<file path="config.mk">
export PLATFORM = sky130hd
export DESIGN_NAME = sparse_feature_pair_product_flat
export DESIGN_NICKNAME = d
export VERILOG_FILES = /design/src/rtl/sfpp_pkg.sv /design/src/rtl/sfpp_if.sv /design/src/rtl/sfpp_ctrl.sv /design/src/rtl/sfpp_dp.sv /design/src/rtl/sparse_feature_pair_product.sv /design/src/flat_wrapper.sv
export SDC_FILE = /design/constraint.sdc
export NUM_CORES = 1
export LEC_CHECK = 0
export ABC_AREA = 1
export CAP_MARGIN = 30
export CORE_ASPECT_RATIO = 1.4
export CORE_MARGIN = 4
export CORE_UTILIZATION = 45
export CTS_CLUSTER_DIAMETER = 80
export CTS_CLUSTER_SIZE = 10
export DETAILED_ROUTE_END_ITERATION = 8
export DONT_BUFFER_PORTS = 1
export SLEW_MARGIN = 20
export SYNTH_ARGS = -nofsm -noshare
export SYNTH_HDL_FRONTEND = slang
export SYNTH_SLANG_ARGS = --single-unit
</file>
<file path="constraint.sdc">
create_clock -name clk -period 6.8 [get_ports clk]
set_clock_uncertainty 0.05 [all_clocks]
set_input_delay 0 -clock clk [delete_from_list [all_inputs] [get_ports clk]]
set_output_delay 0 -clock clk [all_outputs]
set_load 0.01 [all_outputs]
</file>
<file path="src/rtl/sfpp_pkg.sv">
`timescale 1ns / 1ps
`default_nettype none

package sfpp_pkg;

  localparam int MAX_KEYS     = 8;
  localparam int COLUMN_BITS  = 12;
  localparam int ROW_BITS     = 16;
  localparam int FC_BITS      = 13;
  localparam int OUT_COL_BITS = 24;

  localparam int IDX_W  = $clog2(MAX_KEYS);
  localparam int CNT_W  = $clog2(MAX_KEYS + 1);
  // product kept one bit wider than the column, bit 0 drops in the halving
  localparam int PROD_W = OUT_COL_BITS + 1;
  localparam int OPA_W  = COLUMN_BITS + 1;

  localparam logic [FC_BITS-1:0] FC_RESET = FC_BITS'(4096);

  typedef enum logic [2:0] {
    ST_IDLE,
    ST_UPDATE,
    ST_RD_A,
    ST_RD_B,
    ST_MUL,
    ST_EMIT
  } sfpp_state_t;

  typedef struct packed {
    logic             capture;
    logic             emit_echo;
    logic             echo_last;
    logic             rd_a;
    logic             rd_b;
    logic             mul;
    logic             emit_pair;
    logic             pair_last;
    logic             clear_keys;
    logic [IDX_W-1:0] pair_addr;
  } sfpp_cmd_t;

  typedef struct packed {
    logic             out_free;
    logic             fin;
    logic             pairs_due;
    logic [CNT_W-1:0] key_count;
  } sfpp_status_t;

endpackage

`default_nettype wire

</file>
<file path="src/rtl/sfpp_if.sv">
`timescale 1ns / 1ps
`default_nettype none

interface sfpp_in_if import sfpp_pkg::*; ();
  logic                   valid;
  logic                   ready;
  logic [ROW_BITS-1:0]    entry_row;
  logic [COLUMN_BITS-1:0] entry_column;
  logic                   final_entry;

  modport source (output valid, output entry_row, output entry_column,
                  output final_entry, input ready);
  modport sink   (input valid, input entry_row, input entry_column,
                  input final_entry, output ready);
endinterface

interface sfpp_out_if import sfpp_pkg::*; ();
  logic                    valid;
  logic                    ready;
  logic [ROW_BITS-1:0]     out_row;
  logic [OUT_COL_BITS-1:0] out_column;
  logic                    is_product;
  logic                    entry_flagged;
  logic                    last_result;

  modport source (output valid, output out_row, output out_column,
                  output is_product, output entry_flagged,
                  output last_result, input ready);
  modport sink   (input valid, input out_row, input out_column,
                  input is_product, input entry_flagged,
                  input last_result, output ready);
endinterface

`default_nettype wire

</file>
<file path="src/rtl/sfpp_ctrl.sv">
`timescale 1ns / 1ps
`default_nettype none

module sfpp_ctrl
  import sfpp_pkg::*;
(
  input  wire logic         clk,
  input  wire logic         rst,
  input  wire logic         in_valid,
  output logic              in_ready,
  input  wire sfpp_status_t stat,
  output sfpp_cmd_t         cmd
);

  sfpp_state_t      state, state_next;
  logic [IDX_W-1:0] pi, pi_next;
  logic [IDX_W-1:0] pj, pj_next;
  logic [CNT_W-1:0] cnt_m1;
  logic             j_at_end;
  logic             last_pair;

  assign cnt_m1    = stat.key_count - CNT_W'(1);
  assign j_at_end  = (CNT_W'(pj) == cnt_m1);
  assign last_pair = j_at_end && (CNT_W'(pi) == cnt_m1 - CNT_W'(1));

  always_comb begin
    state_next = state;
    unique case (state)
      ST_IDLE: begin
        if (in_valid) state_next = ST_UPDATE;
      end
      ST_UPDATE: begin
        if (stat.out_free) state_next = stat.pairs_due ? ST_RD_A : ST_IDLE;
      end
      ST_RD_A: state_next = ST_RD_B;
      ST_RD_B: state_next = ST_MUL;
      ST_MUL:  state_next = ST_EMIT;
      ST_EMIT: begin
        if (stat.out_free) state_next = last_pair ? ST_IDLE : ST_RD_A;
      end
      default: state_next = ST_IDLE;
    endcase
  end

  always_comb begin
    pi_next = pi;
    pj_next = pj;
    unique case (state)
      ST_UPDATE: begin
        pi_next = '0;
        pj_next = IDX_W'(1);
      end
      ST_EMIT: begin
        if (stat.out_free && !last_pair) begin
          if (j_at_end) begin
            pi_next = pi + IDX_W'(1);
            pj_next = pi + IDX_W'(2);
          end else begin
            pj_next = pj + IDX_W'(1);
          end
        end
      end
      default: begin
        pi_next = pi;
        pj_next = pj;
      end
    endcase
  end

  always_comb begin
    cmd      = '0;
    in_ready = 1'b0;
    unique case (state)
      ST_IDLE: begin
        in_ready    = 1'b1;
        cmd.capture = in_valid;
      end
      ST_UPDATE: begin
        cmd.emit_echo  = stat.out_free;
        cmd.echo_last  = !stat.pairs_due;
        cmd.clear_keys = stat.out_free && stat.fin && !stat.pairs_due;
      end
      ST_RD_A: begin
        cmd.rd_a      = 1'b1;
        cmd.pair_addr = pi;
      end
      ST_RD_B: begin
        cmd.rd_b      = 1'b1;
        cmd.pair_addr = pj;
      end
      ST_MUL: cmd.mul = 1'b1;
      ST_EMIT: begin
        cmd.emit_pair  = stat.out_free;
        cmd.pair_last  = last_pair;
        cmd.clear_keys = stat.out_free && last_pair;
      end
      default: cmd = '0;
    endcase
  end

  always_ff @(posedge clk) begin
    if (rst) begin
      state <= ST_IDLE;
      pi    <= '0;
      pj    <= '0;
    end else begin
      state <= state_next;
      pi    <= pi_next;
      pj    <= pj_next;
    end
  end

endmodule

`default_nettype wire

</file>
<file path="src/rtl/sfpp_dp.sv">
`timescale 1ns / 1ps
`default_nettype none

module sfpp_dp
  import sfpp_pkg::*;
(
  input  wire logic                    clk,
  input  wire logic                    rst,
  input  wire sfpp_cmd_t               cmd,
  output sfpp_status_t                 stat,
  input  wire logic                    fc_we,
  input  wire logic [FC_BITS-1:0]      fc_wdata,
  input  wire logic [ROW_BITS-1:0]     in_row,
  input  wire logic [COLUMN_BITS-1:0]  in_col,
  input  wire logic                    in_fin,
  input  wire logic                    out_ready,
  output logic                         out_valid,
  output logic [ROW_BITS-1:0]          out_row,
  output logic [OUT_COL_BITS-1:0]      out_column,
  output logic                         out_product,
  output logic                         out_flagged,
  output logic                         out_last
);

  logic [FC_BITS-1:0]     fc;
  logic [ROW_BITS-1:0]    row_r;
  logic [COLUMN_BITS-1:0] col_r;
  logic                   fin_r;

  logic [COLUMN_BITS-1:0] key_col [MAX_KEYS];
  logic [ROW_BITS-1:0]    key_row [MAX_KEYS];
  logic [CNT_W-1:0]       key_count;

  logic [MAX_KEYS-1:0] hit;
  logic [MAX_KEYS-1:0] raise;
  logic                found;
  logic                in_range;
  logic                can_insert;
  logic                do_insert;
  logic                flag;
  logic [CNT_W-1:0]    count_after;
  logic [IDX_W-1:0]    ins_idx;

  logic [COLUMN_BITS-1:0]  rd_col;
  logic [ROW_BITS-1:0]     rd_row;
  logic [COLUMN_BITS-1:0]  a_col;
  logic [ROW_BITS-1:0]     a_row;
  logic [COLUMN_BITS-1:0]  lo_col;
  logic [COLUMN_BITS-1:0]  hi_col;
  logic [ROW_BITS-1:0]     pair_row;
  logic [OPA_W-1:0]        mul_a;
  logic [PROD_W-1:0]       mul_b;
  logic [OPA_W+PROD_W-1:0] mul_full;
  logic [PROD_W-1:0]       prod;
  logic [OUT_COL_BITS-1:0] diff;
  logic [OUT_COL_BITS-1:0] pair_col;

  // key match, one comparator per entry; an out-of-range column updates nothing
  always_comb begin
    for (int k = 0; k < MAX_KEYS; k++) begin
      hit[k]   = (CNT_W'(k) < key_count) && (key_col[k] == col_r);
      raise[k] = in_range && hit[k] && (row_r > key_row[k]);
    end
  end

  assign found       = |hit;
  assign in_range    = (FC_BITS'(col_r) < fc);
  assign can_insert  = (key_count < CNT_W'(MAX_KEYS));
  assign do_insert   = in_range && !found && can_insert;
  assign flag        = !in_range || (!found && !can_insert);
  assign count_after = key_count + CNT_W'(do_insert);
  assign ins_idx     = key_count[IDX_W-1:0];

  assign stat.out_free  = !out_valid || out_ready;
  assign stat.fin       = fin_r;
  assign stat.pairs_due = fin_r && (count_after >= CNT_W'(2));
  assign stat.key_count = key_count;

  // single read port for the pair walk
  assign rd_col = key_col[cmd.pair_addr];
  assign rd_row = key_row[cmd.pair_addr];

  // (lo+1)*(2n-lo), kept modulo 2^PROD_W
  assign mul_a    = OPA_W'(lo_col) + OPA_W'(1);
  assign mul_b    = PROD_W'({fc, 1'b0}) - PROD_W'(lo_col);
  assign mul_full = (OPA_W+PROD_W)'(mul_a) * (OPA_W+PROD_W)'(mul_b);
  assign pair_col = prod[PROD_W-1:1] + diff;

  always_ff @(posedge clk) begin
    if (rst) begin
      fc <= FC_RESET;
    end else if (fc_we) begin
      fc <= fc_wdata;
    end
  end

  always_ff @(posedge clk) begin
    if (cmd.capture) begin
      row_r <= in_row;
      col_r <= in_col;
      fin_r <= in_fin;
    end
  end

  always_ff @(posedge clk) begin
    if (cmd.emit_echo) begin
      for (int k = 0; k < MAX_KEYS; k++) begin
        if (raise[k]) key_row[k] <= row_r;
      end
      if (do_insert) begin
        key_col[ins_idx] <= col_r;
        key_row[ins_idx] <= row_r;
      end
    end
  end

  always_ff @(posedge clk) begin
    if (rst) begin
      key_count <= '0;
    end else if (cmd.clear_keys) begin
      key_count <= '0;
    end else if (cmd.emit_echo) begin
      key_count <= count_after;
    end
  end

  always_ff @(posedge clk) begin
    if (cmd.rd_a) begin
      a_col <= rd_col;
      a_row <= rd_row;
    end
    if (cmd.rd_b) begin
      lo_col   <= (a_col < rd_col) ? a_col : rd_col;
      hi_col   <= (a_col < rd_col) ? rd_col : a_col;
      pair_row <= (a_row > rd_row) ? a_row : rd_row;
    end
    if (cmd.mul) begin
      prod <= mul_full[PROD_W-1:0];
      diff <= OUT_COL_BITS'(hi_col) - OUT_COL_BITS'(lo_col) - OUT_COL_BITS'(1);
    end
  end

  always_ff @(posedge clk) begin
    if (rst) begin
      out_valid <= 1'b0;
    end else if (cmd.emit_echo || cmd.emit_pair) begin
      out_valid <= 1'b1;
    end else if (out_ready) begin
      out_valid <= 1'b0;
    end
  end

  always_ff @(posedge clk) begin
    if (cmd.emit_echo) begin
      out_row     <= row_r;
      out_column  <= OUT_COL_BITS'(col_r);
      out_product <= 1'b0;
      out_flagged <= flag;
      out_last    <= cmd.echo_last;
    end else if (cmd.emit_pair) begin
      out_row     <= pair_row;
      out_column  <= pair_col;
      out_product <= 1'b1;
      out_flagged <= 1'b0;
      out_last    <= cmd.pair_last;
    end
  end

endmodule

`default_nettype wire

</file>
<file path="src/rtl/sparse_feature_pair_product.sv">
// An entry is taken only in IDLE; its echo word is registered in UPDATE, and
//   a final entry adds one product word per pair, K*(K-1)/2 of them for K kept
//   columns (the pair walk reads one store entry per cycle and goes through one
//   multiplier); a busy output register holds back either kind of word.
// Reset (rst, synchronous, active high): store emptied, feature_count = 4096,
//   output word register empty.
`timescale 1ns / 1ps
`default_nettype none

module sparse_feature_pair_product
  import sfpp_pkg::*;
(
  input  wire logic               clk,
  input  wire logic               rst,
  sfpp_in_if.sink                 entry_in,
  sfpp_out_if.source              result_out,
  input  wire logic               cfg_we,
  input  wire logic [FC_BITS-1:0] cfg_wdata
);

  // Control/status between the sequencer and the datapath.
  sfpp_cmd_t    cmd;
  sfpp_status_t stat;

  // Sequencer: takes one entry in IDLE, emits its echo in UPDATE, and on a
  // final entry with two or more kept columns walks every pair i<j in
  // first-seen order (read a, read b, multiply, emit).
  sfpp_ctrl u_ctrl (
    .clk      (clk),
    .rst      (rst),
    .in_valid (entry_in.valid),
    .in_ready (entry_in.ready),
    .stat     (stat),
    .cmd      (cmd)
  );

  // Datapath: column store with per-entry match, pair operand registers,
  // product column arithmetic and the one-deep output word register.
  sfpp_dp u_dp (
    .clk         (clk),
    .rst         (rst),
    .cmd         (cmd),
    .stat        (stat),
    .fc_we       (cfg_we),
    .fc_wdata    (cfg_wdata),
    .in_row      (entry_in.entry_row),
    .in_col      (entry_in.entry_column),
    .in_fin      (entry_in.final_entry),
    .out_ready   (result_out.ready),
    .out_valid   (result_out.valid),
    .out_row     (result_out.out_row),
    .out_column  (result_out.out_column),
    .out_product (result_out.is_product),
    .out_flagged (result_out.entry_flagged),
    .out_last    (result_out.last_result)
  );

  // store never holds more than its capacity
  a_count_bound: assert property (@(posedge clk) disable iff (rst)
    stat.key_count <= CNT_W'(MAX_KEYS))
    else $error("key count above capacity");

  // a word is loaded only when the output register is free or draining
  a_no_overwrite: assert property (@(posedge clk) disable iff (rst)
    (cmd.emit_echo || cmd.emit_pair) |-> stat.out_free)
    else $error("output word overwritten");

  // the pair walk reads only kept entries, and only with two or more kept
  a_pair_addr: assert property (@(posedge clk) disable iff (rst)
    (cmd.rd_a || cmd.rd_b) |->
      ((CNT_W'(cmd.pair_addr) < stat.key_count) && (stat.key_count >= CNT_W'(2))))
    else $error("pair read outside kept columns");

  // an echo that is not the last word starts the pair walk at once
  a_walk_start: assert property (@(posedge clk) disable iff (rst)
    (cmd.emit_echo && !cmd.echo_last) |=> cmd.rd_a)
    else $error("pair walk did not start after final echo");

endmodule

`default_nettype wire
</file>
<file path="src/flat_wrapper.sv">
// flat-port wrapper written by rule: the top's interface ports become plain ports
module sparse_feature_pair_product_flat import sfpp_pkg::*;
  (clk, rst, cfg_we, cfg_wdata, entry_in_valid, entry_in_entry_row, entry_in_entry_column, entry_in_final_entry, entry_in_ready, result_out_valid, result_out_out_row, result_out_out_column, result_out_is_product, result_out_entry_flagged, result_out_last_result, result_out_ready);
  sfpp_in_if entry_in_i ();
  sfpp_out_if result_out_i ();
  input  wire logic clk;
  input  wire logic rst;
  input  wire logic cfg_we;
  input  wire logic [FC_BITS-1:0] cfg_wdata;
  input wire logic [$bits(entry_in_i.valid)-1:0] entry_in_valid;
  input wire logic [$bits(entry_in_i.entry_row)-1:0] entry_in_entry_row;
  input wire logic [$bits(entry_in_i.entry_column)-1:0] entry_in_entry_column;
  input wire logic [$bits(entry_in_i.final_entry)-1:0] entry_in_final_entry;
  output wire logic [$bits(entry_in_i.ready)-1:0] entry_in_ready;
  output wire logic [$bits(result_out_i.valid)-1:0] result_out_valid;
  output wire logic [$bits(result_out_i.out_row)-1:0] result_out_out_row;
  output wire logic [$bits(result_out_i.out_column)-1:0] result_out_out_column;
  output wire logic [$bits(result_out_i.is_product)-1:0] result_out_is_product;
  output wire logic [$bits(result_out_i.entry_flagged)-1:0] result_out_entry_flagged;
  output wire logic [$bits(result_out_i.last_result)-1:0] result_out_last_result;
  input wire logic [$bits(result_out_i.ready)-1:0] result_out_ready;
  assign entry_in_i.valid = entry_in_valid;
  assign entry_in_i.entry_row = entry_in_entry_row;
  assign entry_in_i.entry_column = entry_in_entry_column;
  assign entry_in_i.final_entry = entry_in_final_entry;
  assign entry_in_ready = entry_in_i.ready;
  assign result_out_valid = result_out_i.valid;
  assign result_out_out_row = result_out_i.out_row;
  assign result_out_out_column = result_out_i.out_column;
  assign result_out_is_product = result_out_i.is_product;
  assign result_out_entry_flagged = result_out_i.entry_flagged;
  assign result_out_last_result = result_out_i.last_result;
  assign result_out_i.ready = result_out_ready;
  sparse_feature_pair_product u_core (.clk(clk), .rst(rst), .entry_in(entry_in_i), .result_out(result_out_i), .cfg_we(cfg_we), .cfg_wdata(cfg_wdata));
endmodule
</file>
==> impl_results.md, run 1 <==
- Status: completed
- HP Class: primary input to register
- Post-synth EDFFs: 389
- Routed wire length: 93.2 mm
- GRT Util Overall: 24.6%
- Area growth syn-to-layout: 12.2%
- Clock buffer count from CTS: 49
- R2R Path End: u_core.u_dp.prod[24]
- Clock Sinks: 429
- Worst hold start: entry_in_entry_row[15]
- Crit path launch: u_core.u_dp.lo_col[7]
- Die W: 232 um
- Gpl congestion: 0.923
- Fill cells: 6544
- Synth Flop Type: edfxtp_1
- CTS tree: yes
- Lkg Pwr: 15.9 nW
- Synth area leader: edfxtp_1
- Largest net degree at the start of global routing: 101
- Mapped cell area: 31700 sq um
- CP Class: register to register
- Crit. End Element: register
- Syn Inst Count: 3561
- Final min period: 6.49 ns
- Final Hold Vio Count: 0
- Data required time at the worst endpoint: 7.14 ns
- Root buf cell: clkbuf_16
- Vias per cell: 5.32
- Sequential element share of the synthesized area: 39.4%
- Measured slew at the worst slew-check pin: 0.992 ns
- Worst VDD drop: 389 uV
- Max Cap Viol: 0
- Syn_area_per_cell: 8.89 sq um
- Critical path fanouts, max: 9
- DR pass1 iterations: 6
- Area contributors post-synth: edfxtp_1 (37%), ha_1 (11%), fa_1 (11%), nand2_1 (7.8%), inv_1 (7.5%)
- Post-DP HPWL: 71.3 mm
- Pwr dens: 334 nW/um^2
- Vias: 24753
- Post-Route Setup TNS: 0 ns
- WL met3: 2.84 mm
- Worst path max stage delay: 0.58 ns
- Synthesized net count: 4051
- Most frequent cell after synthesis: nand2_1
- Max-slew headroom: 33.9%
- Max Clk Rate: 154 MHz
- Avg WL per Cell: 20.0 um
- Starting Density: 45.6%
- CP endpoint: u_core.u_dp.prod[24]
- Worst-path cell chain: inv_1 -> ha_1 -> a21oi_1 -> o21ai_0 -> a21oi_1 -> nand2_2 -> buf_4 -> nor2_1 -> fa_2 -> fa_1 -> inv_1 -> fa_1 -> fa_1 -> fa_1 -> inv_1 -> ha_1 -> a21oi_1 -> o31ai_1 -> a21oi_1 -> nand2_1 -> a31oi_4 -> inv_1 -> nand2_1 -> nand2_1
- Post-synth top area share: 36.9%
- Post-route ant nets: 0
- Clock Latency Late Sink: 0.64 ns
- DR top layer: met4
- # setup viols final: 0
- Final slew viol count: 0
- DRC errors left: 0
- Core region area: 69500 sq um
- Die height: 322 um
- IO Port Bufs: 0
- Final period utilization: 95.4%
- Post-synth ARST share: 0%
- FP Rows: 114
- DRT iter0 DRCs: 1576
- Die area: 74700 sq um
- I/O Pins: 92
- GRT overflow: 0
- Wire length on met1: 33.3 mm
- Critical-path top delay cell: fa_2
- H-tree depth: 2
- Antenna violations before repair: 0
- Yosys warns: 0
- R2r startpoint: u_core.u_dp.lo_col[7]
- Worst Setup Start Kind: register
- Worst-path clk slew: 0.06 ns
- Placed cell area: 33300 sq um
- WL met2: 50.4 mm
- Post-synthesis cell type count: 58
- #FFs+latches synth: 429
- Diode count: 0
- Worst EP arrival: 6.83 ns
- First-pass GRT wire length: 141 mm
- Clock Tree Buf Depth: 3
- R2R depth: 24
- Fin area: 35500 sq um
- Layout cells sized above 1: 6.60%
- R2R Setup Slk: 0.31 ns
- Vias in the first global route: 25189
- Synth cell count leaders: nand2_1 (659), inv_1 (633), edfxtp_1 (389)
- RSZ-0062 raised after global routing: true
- Layout Nets: 4181
## cell type report
class / count / area (sq um) / share of cell area, %
flip-flops and latches: 429 / 12500 / 35.1
clock inverters: 4 / 88.8 / 0.250
inverters: 650 / 2450 / 6.91
clock buffers: 81 / 1360 / 3.82
repair buffers: 169 / 1540 / 4.34
well taps: 928 / 1160 / 3.27
multi-input cells: 2392 / 16400 / 46.3
## critical path, delay by kind of cell (launching register included)
| kind | cells | cell delay, ns |
|---|---|---|
| AO/OA/AOI/OAI | 7 | 1.25 |
| adder cells (fa/ha/maj) | 7 | 3.40 |
| buffers and inverters | 5 | 0.52 |
| flip-flops | 1 | 0.41 |
| AND/OR/NAND/NOR | 5 | 0.63 |
## how the worst min path moves through the flow
| stage | endpoint | slack (ns) | depth (start not counted) |
|---|---|---|---|
| floorplan | u_core.u_dp.col_r[0] | 0.05 | 0 |
| global placement | u_core.u_ctrl.state[2] | 0.04 | 1 |
| detailed placement | u_core.u_dp.out_valid | 0.04 | 1 |
| CTS | u_core.u_dp.row_r[15] | 0.005 | 1 |
| global route | u_core.u_dp.row_r[15] | 0.009 | 1 |
| finish | u_core.u_dp.row_r[15] | 0.02 | 1 |
## routing by layer
metal | vias up | track usage, %
met2 | 590 | 47.1
met1 | 11889 | 25.5
met4 | 0 | 15.1
met5 | - | 0
li1 | 12005 | -
met3 | 269 | 2.46
## metrics by stage
step | utilization [%] | setup slack, ns | total power, W | instances | hold slack [ns]
CTS | 51.0 | 0.0794 | 0.0119 | 4652 | 0.00489
global route | 51.1 | -0.0408 | 0.0127 | 4653 | 0.00867
floorplan | - | 0.554 | 0.00726 | 3561 | 0.0489
global placement | 47.7 | 0.158 | 0.00927 | 4490 | 0.0351
detailed placement | 47.9 | 0.0677 | 0.00934 | 4497 | 0.0403
finish | 51.1 | 0.311 | 0.0119 | 4653 | 0.0164
## cell families (layout without fill, tap and decap cells)
kind of cell | after synthesis | count (layout) | synth area share, %
and+or+nand+nor | 1205 | 1205 | 15.8
buffers and inverters | 740 | 904 | 9.12
DFF | 429 | 429 | 39.4
AOI/OAI and AO/OA | 635 | 635 | 11.1
xor gates and xnor gates | 109 | 109 | 3.01
adders and majority gates | 443 | 443 | 21.5
## power by group
group	total, W	switching [W]	internal, W
logic	0.00598	0.00367	0.00231
clock network	0.00248	0.00111	0.00137
registers	0.00341	0.000111	0.00330
total	0.0119	0.00489	0.00697
## what timing repair did
item,CTS,global route
resized for setup,0,42
endpoints found under the hold margin,66,0
buffers inserted,0,1
hold buffers,70,0
setup endpoints to repair,0,12
## layout by cell type (no fill, tap or decap), drive strengths merged, types with 17 or more instances in the layout
cell,instances
dlygate4sd3,70
nand4,57
edfxtp,389
ha,274
xnor2,37
o21ai,310
nor2,295
o22ai,20
o211ai,17
nand2,663
buf,99
dfxtp,40
xor2,72
clkbuf,81
a21oi,223
fa,169
nand3,119
inv,647
nor3,41
## registers in the layout, summed over array words and instances (netlist names), 13 cells and up
name,flops
u_core.u_dp.diff,14
u_core.u_dp.key_row,128
u_core.u_dp.key_col,96
u_core.u_dp.a_row,16
u_core.u_dp.pair_row,16
u_core.u_dp.fc,13
u_core.u_dp.out_row,16
u_core.u_dp.prod,24
u_core.u_dp.out_column,24
u_core.u_dp.row_r,16
Note: power is estimated with default switching activity, not from simulation.
==> run 2, diff against run 1 <==
PLACE_DENSITY_LB_ADDON = 0.05   (was default)
==> run 2 against run 1 <==
- setup slack worse by 0.15 ns
- global-route usage is 1.8 points higher
- combinational power is 8.7% higher
- critical path type unchanged
- critical endpoint unchanged
- largest cell class unchanged
- highest routed layer is now met5
==> impl_results.md, run 2 (synthesized netlist as in run 1, its figures left out) <==
- Status: completed
- Vias in the first global route: 25535 (+1.4%)
- Routed wire length: 99.6 mm (+7.0%)
- Final Hold Vio Count: 0 (unchanged)
- Starting Density: 45.6% (unchanged)
- Clock Latency Late Sink: 0.61 ns (-0.03 ns)
- Core region area: 69500 sq um (unchanged)
- GRT Util Overall: 26.4% (+1.8 points)
- Final period utilization: 97.6% (+2.2 points)
- Placed cell area: 33400 sq um (+0.30%)
- Gpl congestion: 0.971 (+5.2%)
- # setup viols final: 0 (unchanged)
- Final min period: 6.64 ns (+0.147 ns)
- Data required time at the worst endpoint: 7.12 ns (-0.02 ns)
- Lkg Pwr: 16.0 nW (+0.45%)
- Reg area: 12500 sq um (unchanged)
- Layout cells sized above 1: 6.72% (+0.12 points)
- Clock buffer count from CTS: 49 (unchanged)
- Root buf cell: clkbuf_16
- Crit path launch: u_core.u_dp.lo_col[11]
- Commonest non-fill, non-tap cell in the layout: nand2_1
- Vias per cell: 5.38 (+1.1%)
- Max Cap Viol: 0 (unchanged)
- Worst VDD drop: 479 uV (+23%)
- Dpl ws: 0.122 ns (+0.0543 ns)
- Largest net degree at the start of global routing: 105 (+4.0%)
- Die W: 232 um (unchanged)
- Final slew viol count: 0 (unchanged)
- Clock Sinks: 429 (unchanged)
- Clock Tree Buf Depth: 3 (unchanged)
- Worst Setup Start Kind: register
- I/O Pins: 92 (unchanged)
- CTS tree: yes
- Worst Hold Slack: 0.0512 ns (+0.0347 ns)
- GRT overflow: 0 (unchanged)
- DRC errors left: 0 (unchanged)
- Pwr dens: 348 nW/um^2 (+4.2%)
- Largest Register: u_core.u_dp.key_row
- HP Class: primary input to register
- Diode count: 0 (unchanged)
- Fin worst setup slack: 0.164 ns (-0.147 ns)
- Max Clk Rate: 151 MHz (-2.2%)
- Crit. End Element: register
- Worst EP arrival: 6.95 ns (+0.12 ns)
- Vias: 25077 (+1.3%)
- IO Port Bufs: 0 (unchanged)
- Worst-path clk slew: 0.07 ns (about the same)
- DRT iter0 DRCs: 1628 (+3.3%)
- RSZ-0062 raised after global routing: true
- FP Rows: 114 (unchanged)
- First-pass GRT wire length: 150 mm (+6.6%)
- Max FFs per register: 128 (unchanged)
- Most frequent cells in the layout: nand2_1 (656), inv_1 (628), edfxtp_1 (389), nor2_1 (283), ha_1 (274)
- Final core occ: 51.2% (+0.081 points)
- Antenna violations before repair: 1 (+1)
- Post-route ant nets: 0 (unchanged)
- Largest registers: u_core.u_dp.key_row: 128 flops, u_core.u_dp.key_col: 96 flops
- CP Class: register to register
- Fill cells: 6531 (-0.20%)
- DR pass1 iterations: 8 (+2)
- Area growth syn-to-layout: 12.4%
- Die height: 322 um (unchanged)
- Multi-input gate area: 16400 sq um (-0.21%)
- Fin area: 35600 sq um (+0.16%)
- H-tree depth: 2 (unchanged)
- Critical path fanouts, max: 7 (-2)
- R2r startpoint: u_core.u_dp.lo_col[11]
- Avg WL per Cell: 21.4 um (+6.7%)
- Post-DP HPWL: 78.5 mm (+10%)
- Worst hold start: entry_in_entry_row[9]
- Max-slew headroom: 34.7% (+0.83 points)
- Die area: 74700 sq um (unchanged)
- Layout Nets: 4196 (+0.36%)
- Measured slew at the worst slew-check pin: 0.979 ns (-0.0135 ns)
[run 2: cell types whose count changed in the layout (fill, tap and decap cells not counted), moves of 3 or more]
| cell | previous run | this run |
|---|---|---|
| buf_4 | 90 | 104 |
| a21oi_1 | 221 | 216 |
| a21oi_2 | 2 | 7 |
| buf_16 | 1 | 6 |
| buf_12 | 5 | 1 |
| clkbuf_1 | 31 | 27 |
| dlygate4sd3_1 | 70 | 73 |
| nor2_1 | 280 | 283 |
[run 2: per-stage QoR]
step | TNS, ns | total power (W) | instances
after floorplan | 0 | 0.00726 | 3561
after global placement | 0 | 0.00988 | 4499
after detailed placement | 0 | 0.00993 | 4505
after CTS | 0 | 0.0124 | 4658
after global routing | -0.156 | 0.0133 | 4663
final | 0 | 0.0124 | 4663
[run 2: per-layer routing]
layer,track usage [%],up-vias,wire (um)
met3,2.49,215,3390
met4,12.5,2,5650
met5,0,-,13
met1,30.5,12217,38600
li1,-,12017,-
met2,49.0,626,52000
[run 2: critical path, stage by stage, from the launching register on]
cell      delay, ns
edfxtp_1       0.37
inv_1          0.15
ha_1           0.44
inv_1          0.08
nor3_1         0.44
a21oi_1        0.19
nand3_1        0.17
nand2_1        0.19
inv_2          0.18
buf_4          0.13
nand2_1        0.05
fa_1           0.46
fa_1           0.55
fa_1           0.52
fa_1           0.55
fa_1           0.56
inv_1          0.05
ha_1           0.36
a21oi_1        0.20
o31ai_1        0.09
a21oi_1        0.20
nand2_1        0.08
a31oi_1        0.20
inv_1          0.06
nand2_1        0.06
nand2_1        0.04
[run 2: area by class of cell]
class                           count  area share (%)
Clock inverter                      2          0.0703
Multi-Input combinational cell   2392            46.1
Clock buffer                       78            3.84
Timing Repair Buffer              184            4.77
Tap cell                          928            3.26
Sequential cell                   429            35.1
Inverter                          650            6.87
[run 2: path summary, 6_finish.rpt]
path	end	slack [ns]	depth (start not counted)
hold reg to reg	u_core.u_dp.fc[9]	0.45	2
setup reg to reg	u_core.u_dp.prod[24]	0.16	25
setup / recovery	u_core.u_dp.prod[24]	0.16	25
hold / removal	u_core.u_dp.row_r[9]	0.05	1
[run 2: repair_timing]
item,CTS,global route
endpoints found under the setup margin,0,12
hold buffers,73,0
hold endpoints to repair,81,0
gates resized for setup,0,29
setup buffers,0,5
[run 2: power by group]
part	leakage [nW]	internal [W]	switching, W	total [W]
sequential	3.87	0.00330	0.000151	0.00345
combinational	11.4	0.00258	0.00393	0.00650
clock	0.667	0.00136	0.00107	0.00243
